==> src/rtl/core/fcr_pkg.sv <==
// fcr_pkg: shared types and constants for the filled circle rasterizer.
// Used by fcr_datapath, fcr_ctrl and filled_circle_raster_top.
`default_nettype none

package fcr_pkg;

	// Default canvas coordinate width
	localparam int COORD_WIDTH_DEF = 13;

	// Configuration register geometry
	localparam int CFG_W        = 13;
	localparam int CFG_ADDR_W   = 3;
	localparam int PIX_W        = 12;
	localparam logic [CFG_W-1:0] SCREEN_LIMIT      = 13'd4096;
	localparam logic [CFG_W-1:0] SCREEN_WIDTH_RST  = 13'd1920;
	localparam logic [CFG_W-1:0] SCREEN_HEIGHT_RST = 13'd1080;

	// Register index (word address bit 2)
	typedef enum logic {
		REG_SCREEN_WIDTH  = 1'b0,
		REG_SCREEN_HEIGHT = 1'b1
	} fcr_reg_t;

	// Input transaction kind
	typedef enum logic {
		MODE_CLICK = 1'b0,
		MODE_TICK  = 1'b1
	} fcr_mode_t;

	// Controller states
	typedef enum logic [2:0] {
		ST_IDLE,
		ST_SQ_DX,
		ST_SQ_DY,
		ST_ROOT_GO,
		ST_ROOT_WAIT,
		ST_SQ_R,
		ST_LOAD,
		ST_SCAN
	} fcr_state_t;

	// Shared multiplier operand select
	typedef enum logic [1:0] {
		MUL_DX,
		MUL_DY,
		MUL_R
	} fcr_mul_sel_t;

	// Controller -> datapath commands
	typedef struct packed {
		logic         cap_center;
		logic         cap_delta;
		logic         mul_en;
		fcr_mul_sel_t mul_sel;
		logic         acc_en;
		logic         root_start;
		logic         root_latch;
		logic         load_scan;
		logic         step;
	} fcr_cmd_t;

	// Datapath -> controller status
	typedef struct packed {
		logic root_busy;
		logic scan_last;
	} fcr_sts_t;

endpackage

`default_nettype wire

==> src/rtl/core/fcr_isqrt.sv <==
// fcr_isqrt: digit-serial integer square root, one result bit per cycle.
// Depends on nothing outside this file.
`default_nettype none

module fcr_isqrt #(
	parameter int COORD_WIDTH = 13
) (
	input  wire                      clk,
	input  wire                      arst_n,
	input  wire                      start,
	input  wire  [2*COORD_WIDTH+1:0] opnd,
	output logic                     busy,
	output logic [COORD_WIDTH:0]     root
);

	localparam int OPW = 2*COORD_WIDTH + 2;
	localparam int RTW = COORD_WIDTH + 1;
	localparam int RMW = RTW + 3;
	localparam int CNW = $clog2(RTW);

	logic           busy_q;
	logic [CNW-1:0] cnt_q;
	logic [OPW-1:0] opnd_q;
	logic [RMW-1:0] rem_q;
	logic [RTW-1:0] root_q;

	logic [RMW-1:0] rem_sh;
	logic [RMW-1:0] trial;
	logic           fits;

	// One restoring step: bring down two operand bits, try root*4+1
	always_comb begin
		rem_sh = {rem_q[RMW-3:0], opnd_q[OPW-1:OPW-2]};
		trial  = {1'b0, root_q, 2'b01};
		fits   = (rem_sh >= trial);
	end

	// Step counter and busy flag
	always_ff @(posedge clk or negedge arst_n) begin
		if (!arst_n) begin
			busy_q <= 1'b0;
			cnt_q  <= '0;
		end else if (start) begin
			busy_q <= 1'b1;
			cnt_q  <= CNW'(RTW - 1);
		end else if (busy_q) begin
			if (cnt_q == '0) begin
				busy_q <= 1'b0;
			end
			cnt_q <= cnt_q - 1'b1;
		end
	end

	// Remainder, root and operand shift register
	always_ff @(posedge clk) begin
		if (start) begin
			opnd_q <= opnd;
			rem_q  <= '0;
			root_q <= '0;
		end else if (busy_q) begin
			opnd_q <= {opnd_q[OPW-3:0], 2'b00};
			if (fits) begin
				rem_q  <= rem_sh - trial;
				root_q <= {root_q[RTW-2:0], 1'b1};
			end else begin
				rem_q  <= rem_sh;
				root_q <= {root_q[RTW-2:0], 1'b0};
			end
		end
	end

	assign busy = busy_q;
	assign root = root_q;

endmodule

`default_nettype wire

==> src/rtl/core/fcr_datapath.sv <==
// fcr_datapath: center/delta capture, shared squarer, radius, scan counters,
// disk and screen test, and the result register. Uses fcr_pkg and fcr_isqrt.
`default_nettype none

module fcr_datapath
	import fcr_pkg::*;
#(
	parameter int COORD_WIDTH = 13
) (
	input  wire                          clk,
	input  wire                          arst_n,
	input  fcr_cmd_t                     cmd,
	output fcr_sts_t                     sts,
	input  wire  signed [COORD_WIDTH-1:0] click_x,
	input  wire  signed [COORD_WIDTH-1:0] click_y,
	input  wire  [CFG_W-1:0]             screen_width,
	input  wire  [CFG_W-1:0]             screen_height,
	output logic                         pixel_valid,
	output logic [PIX_W-1:0]             pixel_x,
	output logic [PIX_W-1:0]             pixel_y,
	output logic                         last
);

	localparam int CW  = COORD_WIDTH;
	localparam int MW  = CW + 1;          // magnitude / radius width
	localparam int PRW = 2*CW + 2;        // square width
	localparam int SW  = CW + 2;          // scan offset width
	localparam int PW  = (CW + 3 > 14) ? CW + 3 : 14;  // position width

	logic signed [CW-1:0]  center_x_q, center_y_q;
	logic [MW-1:0]         dx_abs_q, dy_abs_q;
	logic [PRW-1:0]        prod_q, acc_q;
	logic [MW-1:0]         radius_q;
	logic [PRW-1:0]        r2_q, x2_q, y2_q;
	logic signed [SW-1:0]  scan_x_q, scan_y_q;

	logic signed [MW-1:0]  dx, dy;
	logic [MW-1:0]         mul_a;
	logic [PRW-1:0]        d2;
	logic                  root_busy;
	logic [MW-1:0]         root;
	logic signed [SW-1:0]  radius_s, neg_radius;
	logic signed [PRW:0]   x2_inc, y2_inc;
	logic [PRW:0]          dist2;
	logic signed [PW-1:0]  px, py;
	logic [PW-1:0]         wlim, hlim;
	logic                  in_disk, in_screen, hit, at_last, row_end;

	// Click offsets from the center, as magnitudes
	always_comb begin
		dx = $signed({click_x[CW-1], click_x}) - $signed({center_x_q[CW-1], center_x_q});
		dy = $signed({click_y[CW-1], click_y}) - $signed({center_y_q[CW-1], center_y_q});
	end

	always_ff @(posedge clk) begin
		if (cmd.cap_center) begin
			center_x_q <= click_x;
			center_y_q <= click_y;
		end
		if (cmd.cap_delta) begin
			dx_abs_q <= dx[MW-1] ? MW'(-dx) : MW'(dx);
			dy_abs_q <= dy[MW-1] ? MW'(-dy) : MW'(dy);
		end
	end

	// Shared squarer with registered product
	always_comb begin
		case (cmd.mul_sel)
			MUL_DX:  mul_a = dx_abs_q;
			MUL_DY:  mul_a = dy_abs_q;
			MUL_R:   mul_a = root;
			default: mul_a = '0;
		endcase
	end

	always_ff @(posedge clk) begin
		if (cmd.mul_en) begin
			prod_q <= PRW'(mul_a) * PRW'(mul_a);
		end
		if (cmd.acc_en) begin
			acc_q <= prod_q;
		end
	end

	// Squared distance; always fits since each term is below 2^(2*CW)
	assign d2 = PRW'(acc_q + prod_q);

	fcr_isqrt #(
		.COORD_WIDTH(COORD_WIDTH)
	) u_isqrt (
		.clk   (clk),
		.arst_n(arst_n),
		.start (cmd.root_start),
		.opnd  (d2),
		.busy  (root_busy),
		.root  (root)
	);

	always_ff @(posedge clk) begin
		if (cmd.root_latch) begin
			radius_q <= root;
		end
	end

	assign radius_s   = $signed({1'b0, radius_q});
	assign neg_radius = -radius_s;

	// Incremental squares: (v+1)^2 = v^2 + 2v + 1
	always_comb begin
		x2_inc = $signed({1'b0, x2_q}) + $signed({{CW{scan_x_q[SW-1]}}, scan_x_q, 1'b1});
		y2_inc = $signed({1'b0, y2_q}) + $signed({{CW{scan_y_q[SW-1]}}, scan_y_q, 1'b1});
		row_end = (scan_x_q == radius_s);
		at_last = row_end && (scan_y_q == radius_s);
	end

	// Scan position counters, row-major from (-r,-r) to (+r,+r)
	always_ff @(posedge clk) begin
		if (cmd.load_scan) begin
			r2_q     <= prod_q;
			x2_q     <= prod_q;
			y2_q     <= prod_q;
			scan_x_q <= neg_radius;
			scan_y_q <= neg_radius;
		end else if (cmd.step && !at_last) begin
			if (row_end) begin
				scan_x_q <= neg_radius;
				x2_q     <= r2_q;
				scan_y_q <= scan_y_q + 1'b1;
				y2_q     <= y2_inc[PRW-1:0];
			end else begin
				scan_x_q <= scan_x_q + 1'b1;
				x2_q     <= x2_inc[PRW-1:0];
			end
		end
	end

	// Disk and screen test for the current position
	always_comb begin
		dist2   = {1'b0, x2_q} + {1'b0, y2_q};
		in_disk = (dist2 <= {1'b0, r2_q});
		px   = PW'(center_x_q) + PW'(scan_x_q);
		py   = PW'(center_y_q) + PW'(scan_y_q);
		wlim = PW'((screen_width  > SCREEN_LIMIT) ? SCREEN_LIMIT : screen_width);
		hlim = PW'((screen_height > SCREEN_LIMIT) ? SCREEN_LIMIT : screen_height);
		in_screen = !px[PW-1] && ($unsigned(px) < wlim)
		         && !py[PW-1] && ($unsigned(py) < hlim);
		hit = in_disk && in_screen;
	end

	// Result register
	always_ff @(posedge clk) begin
		if (cmd.step) begin
			pixel_valid <= hit;
			pixel_x     <= hit ? px[PIX_W-1:0] : '0;
			pixel_y     <= hit ? py[PIX_W-1:0] : '0;
			last        <= at_last;
		end
	end

	assign sts.root_busy = root_busy;
	assign sts.scan_last = at_last;

endmodule

`default_nettype wire

==> src/rtl/core/fcr_ctrl.sv <==
// fcr_ctrl: sequencer for click handling, radius setup and the pixel scan,
// plus the input/output handshakes. Uses fcr_pkg.
`default_nettype none

module fcr_ctrl
	import fcr_pkg::*;
(
	input  wire      clk,
	input  wire      arst_n,
	input  wire      in_valid,
	output logic     in_stall,
	input  wire      mode,
	output logic     out_valid,
	input  wire      out_stall,
	output fcr_cmd_t cmd,
	input  fcr_sts_t sts
);

	fcr_state_t state_q, state_d;
	logic       awaiting_q, awaiting_d;
	logic       out_valid_q, out_valid_d;
	logic       out_free, in_acc, is_tick;

	// State, pending-center flag and output-valid registers
	always_ff @(posedge clk or negedge arst_n) begin
		if (!arst_n) begin
			state_q     <= ST_IDLE;
			awaiting_q  <= 1'b0;
			out_valid_q <= 1'b0;
		end else begin
			state_q     <= state_d;
			awaiting_q  <= awaiting_d;
			out_valid_q <= out_valid_d;
		end
	end

	// Next state and commands
	always_comb begin
		state_d    = state_q;
		awaiting_d = awaiting_q;
		cmd        = '0;
		cmd.mul_sel = MUL_DX;
		out_free   = !(out_valid_q && out_stall);
		in_stall   = 1'b1;
		is_tick    = (fcr_mode_t'(mode) == MODE_TICK);
		in_acc     = 1'b0;

		unique case (state_q)
			ST_IDLE: begin
				in_stall = !out_free;
				in_acc   = in_valid && out_free;
				// ticks while idle are dropped
				if (in_acc && !is_tick) begin
					if (!awaiting_q) begin
						cmd.cap_center = 1'b1;
						awaiting_d     = 1'b1;
					end else begin
						cmd.cap_delta = 1'b1;
						awaiting_d    = 1'b0;
						state_d       = ST_SQ_DX;
					end
				end
			end
			ST_SQ_DX: begin
				cmd.mul_en  = 1'b1;
				cmd.mul_sel = MUL_DX;
				state_d     = ST_SQ_DY;
			end
			ST_SQ_DY: begin
				cmd.mul_en  = 1'b1;
				cmd.mul_sel = MUL_DY;
				cmd.acc_en  = 1'b1;
				state_d     = ST_ROOT_GO;
			end
			ST_ROOT_GO: begin
				cmd.root_start = 1'b1;
				state_d        = ST_ROOT_WAIT;
			end
			ST_ROOT_WAIT: begin
				if (!sts.root_busy) begin
					state_d = ST_SQ_R;
				end
			end
			ST_SQ_R: begin
				cmd.mul_en     = 1'b1;
				cmd.mul_sel    = MUL_R;
				cmd.root_latch = 1'b1;
				state_d        = ST_LOAD;
			end
			ST_LOAD: begin
				cmd.load_scan = 1'b1;
				state_d       = ST_SCAN;
			end
			ST_SCAN: begin
				in_stall = !out_free;
				in_acc   = in_valid && out_free;
				// clicks during a scan are dropped
				if (in_acc && is_tick) begin
					cmd.step = 1'b1;
					if (sts.scan_last) begin
						state_d = ST_IDLE;
					end
				end
			end
			default: begin
				state_d = ST_IDLE;
			end
		endcase

		out_valid_d = cmd.step || (out_valid_q && out_stall);
	end

	assign out_valid = out_valid_q;

endmodule

`default_nettype wire

==> src/rtl/core/filled_circle_raster_top.sv <==
// filled_circle_raster_top: top level with the configuration registers.
// Uses fcr_pkg, fcr_ctrl and fcr_datapath.
`default_nettype none

// Filled-disk rasterizer. A click (mode 0) with no circle pending stores the
// center; the next click sets the radius to floor(sqrt(dx^2 + dy^2)) and
// starts a scan over the square -r..+r (rows outer, columns inner). Each tick
// (mode 1) during a scan yields one result: pixel_valid with the screen
// coordinate when the position is inside both the disk and the screen
// (clipped to min(register, 4096)), else zeros; last marks the final
// position. Clicks during a scan and ticks with no scan are consumed without
// a result. Ticks stream at one per clock while the output is drained.
// After the second click the input stalls during radius setup, most of it the
// square-root unit that resolves one root bit per cycle. Registers: screen_width
// at 0x0, screen_height at 0x4, 13 bits each; write only while idle.
module filled_circle_raster_top
	import fcr_pkg::*;
#(
	parameter int COORD_WIDTH = COORD_WIDTH_DEF
) (
	input  wire                          clk,
	input  wire                          arst_n,
	// configuration port
	input  wire                          psel,
	input  wire                          penable,
	input  wire                          pwrite,
	input  wire  [CFG_ADDR_W-1:0]        paddr,
	input  wire  [31:0]                  pwdata,
	output logic [31:0]                  prdata,
	output logic                         pready,
	// input channel
	input  wire                          in_valid,
	output logic                         in_stall,
	input  wire                          mode,
	input  wire  signed [COORD_WIDTH-1:0] click_x,
	input  wire  signed [COORD_WIDTH-1:0] click_y,
	// output channel
	output logic                         out_valid,
	input  wire                          out_stall,
	output logic                         pixel_valid,
	output logic [PIX_W-1:0]             pixel_x,
	output logic [PIX_W-1:0]             pixel_y,
	output logic                         last
);

	logic [CFG_W-1:0] screen_width_q, screen_height_q;
	logic             cfg_wr;
	fcr_reg_t         reg_sel;
	fcr_cmd_t         cmd;
	fcr_sts_t         sts;

	assign pready  = 1'b1;
	assign cfg_wr  = psel && penable && pwrite && pready;
	assign reg_sel = fcr_reg_t'(paddr[2]);

	// Configuration register writes
	always_ff @(posedge clk or negedge arst_n) begin
		if (!arst_n) begin
			screen_width_q  <= SCREEN_WIDTH_RST;
			screen_height_q <= SCREEN_HEIGHT_RST;
		end else if (cfg_wr) begin
			unique case (reg_sel)
				REG_SCREEN_WIDTH:  screen_width_q  <= pwdata[CFG_W-1:0];
				REG_SCREEN_HEIGHT: screen_height_q <= pwdata[CFG_W-1:0];
				default: ;
			endcase
		end
	end

	// Register readback
	always_comb begin
		unique case (reg_sel)
			REG_SCREEN_WIDTH:  prdata = 32'(screen_width_q);
			REG_SCREEN_HEIGHT: prdata = 32'(screen_height_q);
			default:           prdata = '0;
		endcase
	end

	fcr_ctrl u_ctrl (
		.clk      (clk),
		.arst_n   (arst_n),
		.in_valid (in_valid),
		.in_stall (in_stall),
		.mode     (mode),
		.out_valid(out_valid),
		.out_stall(out_stall),
		.cmd      (cmd),
		.sts      (sts)
	);

	fcr_datapath #(
		.COORD_WIDTH(COORD_WIDTH)
	) u_datapath (
		.clk          (clk),
		.arst_n       (arst_n),
		.cmd          (cmd),
		.sts          (sts),
		.click_x      (click_x),
		.click_y      (click_y),
		.screen_width (screen_width_q),
		.screen_height(screen_height_q),
		.pixel_valid  (pixel_valid),
		.pixel_x      (pixel_x),
		.pixel_y      (pixel_y),
		.last         (last)
	);

endmodule

`default_nettype wire
==> config.mk <==
export PLATFORM = sky130hd
export DESIGN_NAME = filled_circle_raster_top
export DESIGN_NICKNAME = d
export VERILOG_FILES = /design/src/rtl/core/fcr_pkg.sv /design/src/rtl/core/fcr_isqrt.sv /design/src/rtl/core/fcr_datapath.sv /design/src/rtl/core/fcr_ctrl.sv /design/src/rtl/core/filled_circle_raster_top.sv
export SDC_FILE = /design/constraint.sdc
export NUM_CORES = 1
export LEC_CHECK = 0
export ABC_CLOCK_PERIOD_IN_PS = 12900
export BUFFER_PORTS_ARGS = -buffer_cell sky130_fd_sc_hd__buf_2
export CAP_MARGIN = 20
export CORE_MARGIN = 4
export CORE_UTILIZATION = 25
export DETAILED_ROUTE_END_ITERATION = 10
export GPL_ROUTABILITY_DRIVEN = 0
export PLACE_DENSITY_LB_ADDON = 0.15
export SETUP_SLACK_MARGIN = 0.2
export SYNTH_ARGS = -nofsm -noshare
export SYNTH_HDL_FRONTEND = slang
export SYNTH_HIERARCHICAL = 1
export SYNTH_SLANG_ARGS = --single-unit
==> constraint.sdc <==
create_clock -name clk -period 12.9 [get_ports clk]
set_input_delay 0 -clock clk [delete_from_list [all_inputs] [get_ports clk]]
set_output_delay 0 -clock clk [all_outputs]
set_load 0.05 [all_outputs]
==> results of run 1 <==
-- path summary, 6_finish.rpt --
check	end	from	slack, ns
worst max-delay path	u_datapath/prod_q[27]	u_ctrl/state_q[2]	3.83
worst min-delay path	u_ctrl/state_q[1]	out_stall	0.05
worst max register to register	u_datapath/prod_q[27]	u_ctrl/state_q[2]	3.83
worst min register to register	u_datapath/u_isqrt/rem_q[9]	u_datapath/u_isqrt/rem_q[7]	0.50
max in group asynchronous	screen_width_q[10]	arst_n	11.88
min in group asynchronous	u_datapath/u_isqrt/cnt_q[3]	arst_n	0.45
-- placed cells by master, fill, tap and decap left out, drive strengths merged, types with 30 or more instances in the layout --
master,n
ha,323
a21oi,186
buf,119
inv,323
nand3,51
o21ai,162
clkbuf,58
nand2b,30
xor2,102
a211oi,31
nor3,54
nor4b,31
o21a,47
mux2,77
mux2i,40
fa,124
nand4,37
nand2,264
xnor2,147
dlygate4sd3,49
nor2,249
a21o,80
edfxtp,289
-- routing by layer --
metal	part of all wire, %	up-vias	global-route usage [%]
li1	-	11300	-
met1	50	10800	20.0
met2	46	270	23.3
met3	2.5	79	1.35
met4	2.0	0	3.19
met5	0	-	0
-- cells by family (layout without fill, tap and decap cells) --
group | count (synthesis) | in the layout | share of synthesized area (%)
other | 2 | 20 | 0.0246
xor gates and xnor gates | 249 | 249 | 7.13
adders and majority gates | 447 | 447 | 21.3
AOI/OAI and AO/OA | 664 | 664 | 14.0
DFF | 354 | 354 | 33.3
muxes | 117 | 117 | 4.27
buffers and inverters | 429 | 577 | 6.04
and+or+nand+nor | 851 | 851 | 13.9
-- critical path, delay by kind of cell, from the launching register on --
kind | cells | cell delay [ns]
xor gates and xnor gates | 1 | 0.10
buffers and inverters | 6 | 1.40
and+or+nand+nor | 3 | 0.68
AOI/OAI and AO/OA | 10 | 2.56
adders and majority gates | 7 | 3.33
DFF | 1 | 0.67
-- stage by stage --
step,power (mW),hold slack [ns],std cells
2_1_floorplan,1.65,-0.296,3131
3_3_place_gp,1.77,0.196,4765
3_5_place_dp,1.77,0.200,4765
4_1_cts,3.15,0.00318,4900
5_1_grt,3.25,0.0640,4904
6_report,3.10,0.0515,4904
-- cell type report --
type,instances,share of cell area [%]
well taps,1625,5.83
flip-flops and latches,354,29.2
inverters,322,3.47
clock inverters,29,0.826
multi-input cells,2348,53.6
repair buffers,168,3.43
clock buffers,58,3.68
-- power breakdown --
group | switching, mW | internal, mW
Sequential | 0.0381 | 1.27
Combinational | 0.266 | 0.182
Clock | 0.547 | 0.792
Total | 0.851 | 2.24
-- sequential cells by signal (all words and copies together), names as in the netlist, 15 cells and up --
name,flops
u_datapath/scan_y_q,15
u_datapath/u_isqrt/rem_q,15
u_datapath/scan_x_q,15
u_datapath/prod_q,27
u_datapath/u_isqrt/opnd_q,28
u_datapath/acc_q,27
u_datapath/r2_q,27
u_datapath/y2_q,28
u_datapath/x2_q,28
-- Yosys cell counts, types with 9 or more instances --
master	number
clkbuf_1	51
dfxtp_1	29
fa_1	124
nor2_1	249
inv_1	318
a211oi_1	31
o21ai_1	9
a31oi_1	15
nand4_1	36
nand2_1	264
mux2_2	67
nand3_1	51
o31ai_1	12
and2_1	13
nor4b_2	18
o211ai_1	15
dfrtp_1	28
nor3_1	53
and3_1	22
nand2b_1	30
a21o_1	80
ha_1	323
o21ai_0	152
buf_6	11
nor3b_1	11
mux2i_1	40
nor4b_1	11
buf_4	24
or2_2	9
nor2b_1	29
nor4_1	17
o22ai_1	10
o21a_1	47
buf_2	11
or3_1	11
edfxtp_1	289
xor2_1	102
a21oi_1	181
xnor2_1	147
mux2_4	10
o21bai_1	19
==> qor.yml, run 1 <==
grt_use_total_pct: 14.1
cp.arrival_ns: 9.40
die_area_um2: 128000
synthCells: 3113
drtPass1Iterations: 6
synth_async_sr_flop_share_pct: 10.2
syn_area_per_cell_um2: 9.82
yosysTopAreaCell: "edfxtp_1"
ys_seq_elements: 354
grt_max_degree: 71
drcViolationCount: 0
multi_input_area_um2: 18700
worstMarginPinSlew_ns: 1.10
setup_violations: 0
hp-class: "primary input to flop"
synth.yosys.seq_area_share_pct: 33.3
drt-initial-drc-count: 1220
cp_slowest_cell: "a21oi_1"
slew-limit-headroom_pct: 26.1
place_area_um2: 32700
yosysWarnings: 6
post-cts-setup-buffer-count: 0
post-dp-hpwl_mm: 71.2
ir_drop_mv: 0.0872
antennaDiodeCount: 0
dp_slack_ns: 3.67
critPathMostFrequentCell: "fa_1"
slew_violations: 0
cts_root_buffer: "clkbuf_16"
hold_viol: 0
h-tree-depth: 2
cp_slowest_stage_delay_ns: 0.73
fillerInstances: 12800
status: "finished clean"
wl_mm: 90.4
p_leak_nw: 14.4
period_needed_ns: 9.07
tritoncts: "yes"
drv_cap: 0
ff2ff_path_depth: 27
design.core.area_um2: 122000
final_area_um2: 34900
die_h_um: 358
max_clock_freq_mhz: 110
antenna_left: 0
tns_ns: 0
antenna_found_initial: 2
rsz0062_at_grt: "no"
grt-ovfl-total: 0
start_util_pct: 25.1
drive_gt1_share_pct: 10.6
rows: 128
nNetsFinal: 3757
crit_path_max_fanout: 30
grt_pass1_wl_mm: 140
worst_skew_pair.late_latency_ns: 0.61
netlist_area_um2: 30600
register_area_um2: 10200
vias: 22400
critical_path_class: "flop to flop"
clk_pin_slew_worst_paths_ns: 0.06
fin_util_pct: 28.7
synthTopCellsByArea: "edfxtp_1 28%, ha_1 13%, fa_1 8.1%, xnor2_1 4.2%, inv_1 3.9%"
timing.final.ws_setup_ns: 3.83
cts_sinks: 354
cts_resized: 0
cts_buffers: 47
power.density_nw_per_um2: 88.8
worst_setup_path_end_kind: "flop"
wire_per_inst_um: 18.4
grt_pass1_vias: 23200
critPathRequiredTime_ns: 13.22
cts_hold_buffers: 48
clk_path_buf_depth: 3
area_growth_pct: 14.0
vias_per_cell: 4.58
die-width_um: 358
synth_cell_types: 91
netlist.area_leader.share_pct: 28.4
synthFlopType: "edfxtp_1"
io_buffers: 88
pin_count: 130
cp-start-kind: "flop"
fin_skew_ns: 0.0385
period_share_pct: 70.3
hold_depth: 4
synth-edff-count: 289
(Power assumes the default switching activity.)
==> run 2, diff against run 1 <==
Settings changed: ABC_CLOCK_PERIOD_IN_PS 12900 to 8450.
Clock period 12.9 ns to 8.45 ns, I/O delays scaled along.
==> run 2 against run 1 <==
Hold slack improved by 0.071 ns. Power increased by 50%. Sequential share of layout area is 0.062 points lower. Fmax grew 17%. Sequential cell count is the same. Worst setup slack lost 3.1 ns. Clock skew grew 0.019 ns. Design area rose by 0.21%. First-iteration DRC count rose by 8.1%. Die area did not move. Largest cell class unchanged.
==> qor.yml, run 2 (synthesis results as in run 1) <==
antenna_left: 0  # unchanged
rr_endpoint: "u_datapath/prod_q[27]"
crit_path_max_fanout: 8  # -73%
drive_gt1_share_pct: 11.1  # +0.46 points
hp-class: "primary input to flop"
grt_use_total_pct: 14.4  # +0.29 points
cts_buffers: 47  # unchanged
design.core.area_um2: 122000  # unchanged
worst_skew_pair.late_latency_ns: 0.62  # about the same
max_clock_freq_mhz: 129  # +17%
ir_drop_mv: 0.120  # +38%
hold_viol: 0  # unchanged
period_needed_ns: 7.74  # -1.34 ns
slew-limit-headroom_pct: 26.9  # +0.77 points
drv_cap: 0  # unchanged
period_share_pct: 91.6  # +21 points
ff2ff_path_depth: 28  # +3.7%
pin_count: 130  # unchanged
h-tree-depth: 2  # unchanged
worstMarginPinSlew_ns: 1.09  # -0.0114 ns
grt_max_degree: 76  # +7.0%
clk_path_buf_depth: 3  # unchanged
status: "finished clean"
grt_pass1_vias: 23400  # +0.97%
tritoncts: "yes"
start_util_pct: 25.1  # unchanged
die-width_um: 358  # unchanged
vias_per_cell: 4.61  # +0.66%
critPathRequiredTime_ns: 8.76  # -4.46 ns
critPathMostFrequentCell: "fa_1"
drt-initial-drc-count: 1319  # +8.1%
antenna_found_initial: 2  # unchanged
wl_mm: 92.2  # +2.0%
vias: 22700  # +1.0%
crit_end: "u_datapath/prod_q[27]"
top_regs: "u_datapath/u_isqrt/opnd_q (28), u_datapath/x2_q (28), u_datapath/y2_q (28)"
hold_slack_ns: 0.122  # +0.0708 ns
wire_per_inst_um: 18.7  # +1.7%
critical_path_class: "flop to flop"
fin_util_pct: 28.7  # +0.061 points
final_area_um2: 34900  # +0.21%
fin_skew_ns: 0.0577  # +0.0192 ns
rsz0062_at_grt: "no"
mostFrequentLayoutCells: "323 x ha_1, 317 x inv_1, 289 x edfxtp_1"
io_buffers: 88  # unchanged
p_leak_nw: 14.4  # +0.33%
nNetsFinal: 3774  # +0.45%
setup_violations: 0  # unchanged
antennaDiodeCount: 0  # unchanged
rows: 128  # unchanged
area_growth_pct: 14.3
cp-start-kind: "flop"
clk_pin_slew_worst_paths_ns: 0.06  # about the same
drcViolationCount: 0  # unchanged
tns_ns: 0  # unchanged
cts_root_buffer: "clkbuf_16"
cts_sinks: 354  # unchanged
cp_slowest_cell: "fa_1"
cp-startpoint: "u_ctrl/state_q[1]"
r2r-start: "u_ctrl/state_q[1]"
grt-ovfl-total: 0  # unchanged
fillerInstances: 12900  # +0.53%
worst_setup_path_end_kind: "flop"
place_area_um2: 32900  # +0.50%
power.density_nw_per_um2: 133  # +50%
grt_pass1_wl_mm: 143  # +2.2%
post-dp-hpwl_mm: 72.5  # +1.8%
cp_slowest_stage_delay_ns: 0.54  # -0.19 ns
post-cts-setup-buffer-count: 0  # unchanged
die_area_um2: 128000  # unchanged
drtPass1Iterations: 5  # -1
final_common_cell: "ha_1"
reg2reg_slack_ns: 0.71  # -3.11 ns
slew_violations: 0  # unchanged
cp.arrival_ns: 8.04  # -1.36 ns
die_h_um: 358  # unchanged
## run 2: final cells by class
class / count / area [µm²] / share of cell area [%]
clock buffers: 65 / 1330 / 3.80
clock inverters: 22 / 174 / 0.498
well taps: 1625 / 2030 / 5.82
inverters: 322 / 1210 / 3.46
multi-input cells: 2348 / 18700 / 53.5
repair buffers: 185 / 1330 / 3.80
flip-flops and latches: 354 / 10200 / 29.1
## run 2: worst min-delay path by stage
stage          startpoint                  endpoint  slack (ns)  cells after the start
2_1_floorplan      arst_n        screen_height_q[0]       -0.30                      0
3_3_place_gp   click_y[0]  u_datapath/center_y_q[0]        0.19                      1
3_5_place_dp   click_y[0]  u_datapath/center_y_q[0]        0.20                      1
4_1_cts        click_y[0]  u_datapath/center_y_q[0]        0.06                      2
5_1_grt        click_y[3]  u_datapath/center_y_q[3]        0.10                      2
6_report       click_y[0]  u_datapath/center_y_q[0]        0.12                      2
## run 2: metrics by stage
| step | total power, mW | std cells | worst slack (ns) |
|---|---|---|---|
| 6_report | 4.65 | 4921 | 0.714 |
| 5_1_grt | 4.89 | 4921 | 0.210 |
| 4_1_cts | 4.74 | 4919 | 0.431 |
| 3_5_place_dp | 2.70 | 4784 | 0.496 |
| 3_3_place_gp | 2.71 | 4783 | 0.538 |
| 2_1_floorplan | 2.52 | 3131 | 0.225 |
## run 2: metal layers
layer  vias up  track usage, %  wire length [µm]
li1      11300               -                 -
met1     11000            20.3             45400
met2       285            24.0             42500
met3        84            1.24              2400
met4         0            3.32              1980
met5         -               0                 0
## run 2: power by group
part | switching [mW] | internal (mW) | total (mW)
Sequential | 0.0609 | 1.94 | 2.00
Clock | 0.833 | 1.13 | 1.97
Combinational | 0.406 | 0.276 | 0.683
## run 2: critical path: cells and delay by family (launching register included)
kind	cells	cell delay, ns
xor gates and xnor gates	1	0.11
and+or+nand+nor	3	0.49
buffers and inverters	7	0.63
AOI/OAI and AO/OA	8	1.61
adders and majority gates	7	3.43
muxes	2	0.72
DFF	1	0.45
## run 2: repair_timing
| action | CTS | global route |
|---|---|---|
| gates resized for setup | 0 | 5 |
| hold endpoints to repair | 88 | 10 |
| hold buffers | 48 | 1 |
| setup endpoints to repair | 0 | 3 |
==> run 3, diff against run 2 <==
Settings changed: RECOVER_POWER set to 50, SYNTH_HIERARCHICAL 1 to unset.
==> run 3 against run 2 <==
The flow now finishes with violations (capacitance limit, slew limit). Design area decreased by 4.0%. Highest routed layer unchanged. Die area is 3.7% lower. Critical endpoint is now u_datapath.prod_q[24]. Hold slack improved by 0.011 ns. Fmax shrank 1.1%. Non-clock buffer count decreased by 5. Via count decreased by 4.5%.
==> qor.yml, run 3 <==
status: "finished with violations"
violations: "capacitance limit, slew limit"
cp-startpoint: "u_ctrl.state_q[1]"
worstMarginPinSlew_ns: 2.95  # +1.86 ns
setup_violations: 0  # unchanged
multi_input_area_um2: 17700  # -5.4%
vias_per_cell: 4.59  # -0.35%
clk_path_buf_depth: 3  # unchanged
critical_path_class: "flop to flop"
synthFlopType: "edfxtp_1"
synth_async_sr_flop_share_pct: 10.2  # unchanged
die_area_um2: 123000  # -3.7%
slew-limit-headroom_pct: -96.9  # -120 points
holdPathEnd: "u_datapath.center_y_q[0]"
design.core.area_um2: 117000  # -4.1%
period_needed_ns: 7.82  # +0.0881 ns
cts_sinks: 354  # unchanged
start_util_pct: 25.2  # +0.098 points
fillerInstances: 12300  # -4.0%
p_total_mw: 4.65  # +0.11%
comb_power_share_pct: 14.7  # about the same
cp.arrival_ns: 8.13  # +0.09 ns
nNetsFinal: 3669  # -2.8%
r2r-start: "u_ctrl.state_q[1]"
synth.yosys.seq_area_share_pct: 34.6  # +1.3 points
grt_use_total_pct: 13.9  # -0.51 points
p_leak_nw: 14.2  # -1.9%
antenna_found_initial: 0  # -2
antenna_left: 0  # unchanged
p_clk_share_pct: 42.5  # +0.2 points
grt_max_degree: 68  # -11%
drcViolationCount: 0  # unchanged
critPathRequiredTime_ns: 8.75  # about the same
hp-start: "click_y[0]"
ys_top_cells_by_count: "320 x ha_1, 309 x inv_1, 289 x edfxtp_1"
top_layer_used: "met4"
die-width_um: 351  # -1.9%
wire_per_inst_um: 18.5  # -1.2%
internal-power_mw: 3.37  # +0.76%
grt_pass1_wl_mm: 132  # -7.9%
pin_count: 130  # unchanged
yosysTopAreaCell: "edfxtp_1"
rsz0062_at_grt: "no"
cp-start-kind: "flop"
top_regs: "u_datapath.u_isqrt.opnd_q (28), u_datapath.x2_q (28), u_datapath.y2_q (28)"
rows: 125  # -2.3%
crit_path_max_fanout: 15  # +7
drtPass1Iterations: 5  # unchanged
rr_endpoint: "u_datapath.prod_q[24]"
fin_skew_ns: 0.0393  # -0.0184 ns
synth_cell_types: 94  # +3.3%
hp-class: "primary input to flop"
hold_viol: 0  # unchanged
synth-edff-count: 289  # unchanged
wl_met3_mm: 2.63  # +9.8%
grt_pass1_vias: 21100  # -9.6%
drv_cap: 8  # +8
netlist.area_leader.share_pct: 29.5  # +1.1 points
register_area_um2: 10200  # unchanged
max_clock_freq_mhz: 128  # -1.1%
vias: 21700  # -4.5%
ff2ff_path_depth: 27  # -3.6%
synth_most_common_cell: "ha_1"
netlist_area_um2: 29400  # -3.8%
die_h_um: 351  # -1.9%
cts_buffers: 46  # -2.1%
pwr-share-seq_pct: 42.8  # -0.2 points
p_sw_mw: 1.28  # -1.6%
reg2reg_slack_ns: 0.63  # -0.09 ns
drt-initial-drc-count: 1386  # +5.1%
post-dp-hpwl_mm: 69.3  # -4.5%
io_buffers: 88  # unchanged
ir_drop_mv: 0.126  # +4.8%
wl_met1_mm: 45.2  # -0.36%
hold_depth: 2  # unchanged
worst_setup_path_end_kind: "flop"
grt-ovfl-total: 0  # unchanged
cts_root_buffer: "clkbuf_16"
yosysWarnings: 0  # -6
power.density_nw_per_um2: 139  # +4.3%
h-tree-depth: 2  # unchanged
tns_ns: 0  # unchanged
slew_violations: 293  # +293
synthCells: 3011  # -3.3%
synthTopCellsByArea: "edfxtp_1 30%, ha_1 14%, fa_1 8.4%, xnor2_1 4.6%, a21oi_1 4.0%"
tritoncts: "yes"
ys_seq_elements: 354  # unchanged
mostFrequentLayoutCells: "320 x ha_1, 308 x inv_1, 289 x edfxtp_1"
p_sw_share_pct: 27.5  # -0.47 points
wl_mm: 87.4  # -5.3%
area_growth_pct: 14.0
clk_pin_slew_worst_paths_ns: 0.06  # about the same
worst_skew_pair.late_latency_ns: 0.60  # -0.02 ns
wl_met2_mm: 37.7  # -11%
period_share_pct: 92.6  # +1.0 points
syn_area_per_cell_um2: 9.77  # -0.51%
final_common_cell: "ha_1"
drive_gt1_share_pct: 6.99  # -4.1 points
## run 3: changes by cell type in the layout (fill, tap and decap cells not counted), sizes merged, moves of 10 or more
cell,delta
buf,-77
clkbuf,+70
a21oi,+55
nand2,-40
mux2,-34
nor4b,-29
and2,+25
nor2,-21
o21a,-17
mux2i,-16
nor2b,+11
a211oi,-10
a311oi,-10
## run 3: cell type report
type                            count  area share [%]
Antenna cell                        2          0.0149
Clock buffer                       58            3.72
Clock inverter                     25           0.705
Inverter                          314            3.51
Multi-Input combinational cell   2261            52.7
Sequential cell                   354            30.3
Tap cell                         1524            5.68
Timing Repair Buffer              180            3.35
## run 3: kinds of logic after synthesis
logic type / count (synthesis) / synth area share, %
fa+ha+maj: 443 / 22.0
buf+inv: 414 / 5.62
simple gates: 789 / 12.8
flops: 354 / 34.6
compound gates: 682 / 14.8
xor+xnor: 260 / 7.74
other cells: 2 / 0.0255
mux: 67 / 2.46
## run 3: repair_timing
action / CTS / global route
endpoints found under the setup margin: 0 / 4
hold buffers: 44 / 0
buffers inserted: 0 / 3
endpoints found under the hold margin: 93 / 0
resized for setup: 0 / 1
## run 3: per-layer routing
layer	GRT usage (%)	up-vias
met4	3.10	0
met3	1.57	84
met5	0	-
li1	-	10900
met1	21.1	10400
met2	21.1	257
## run 3: power groups by stage
stage	clock, mW	sequential (mW)	combinational [mW]
CTS	2.05	1.99	0.697
floorplan	0	2.02	0.503
global placement	0	2.03	0.675
global route	2.11	2.00	0.763
finish	1.98	1.99	0.684
detailed placement	0	2.03	0.675
## run 3: through the flow
| stage | std cells | util (%) | worst slack, ns | hold WS, ns | cell area (µm²) |
|---|---|---|---|---|---|
| 2_1_floorplan | 3029 | - | 0.268 | -0.296 | 29500 |
| 3_3_place_gp | 4584 | 27.2 | 0.498 | 0.127 | 31700 |
| 3_5_place_dp | 4585 | 27.2 | 0.383 | 0.123 | 31700 |
| 4_1_cts | 4712 | 28.9 | 0.329 | 0.00801 | 33700 |
| 5_1_grt | 4716 | 28.8 | 0.181 | 0.113 | 33500 |
| 6_report | 4718 | 28.8 | 0.626 | 0.133 | 33500 |
## run 3: worst max path at each step
stage,end,slack (ns)
floorplan,u_datapath.prod_q[24],0.27
global placement,u_datapath.prod_q[24],0.50
detailed placement,u_datapath.prod_q[24],0.38
CTS,u_datapath.prod_q[24],0.33
global route,u_datapath.prod_q[24],0.18
finish,u_datapath.prod_q[24],0.63
## run 3: critical path, cell delays in order, from the launching register on
cell	delay [ns]
dfrtp_1	0.55
nand2b_1	0.19
nor2_4	0.18
nor2_1	0.06
buf_4	0.19
a221o_1	0.47
inv_1	0.30
nor2_1	0.14
fa_1	0.52
inv_1	0.05
fa_1	0.49
inv_1	0.05
fa_1	0.52
fa_1	0.44
fa_1	0.54
inv_1	0.05
fa_1	0.52
inv_1	0.04
ha_1	0.36
a21o_1	0.18
a21oi_1	0.12
o21ai_1	0.13
a41oi_1	0.41
o2111ai_1	0.22
a41oi_1	0.40
o21bai_1	0.10
a21oi_1	0.18
xnor2_1	0.10
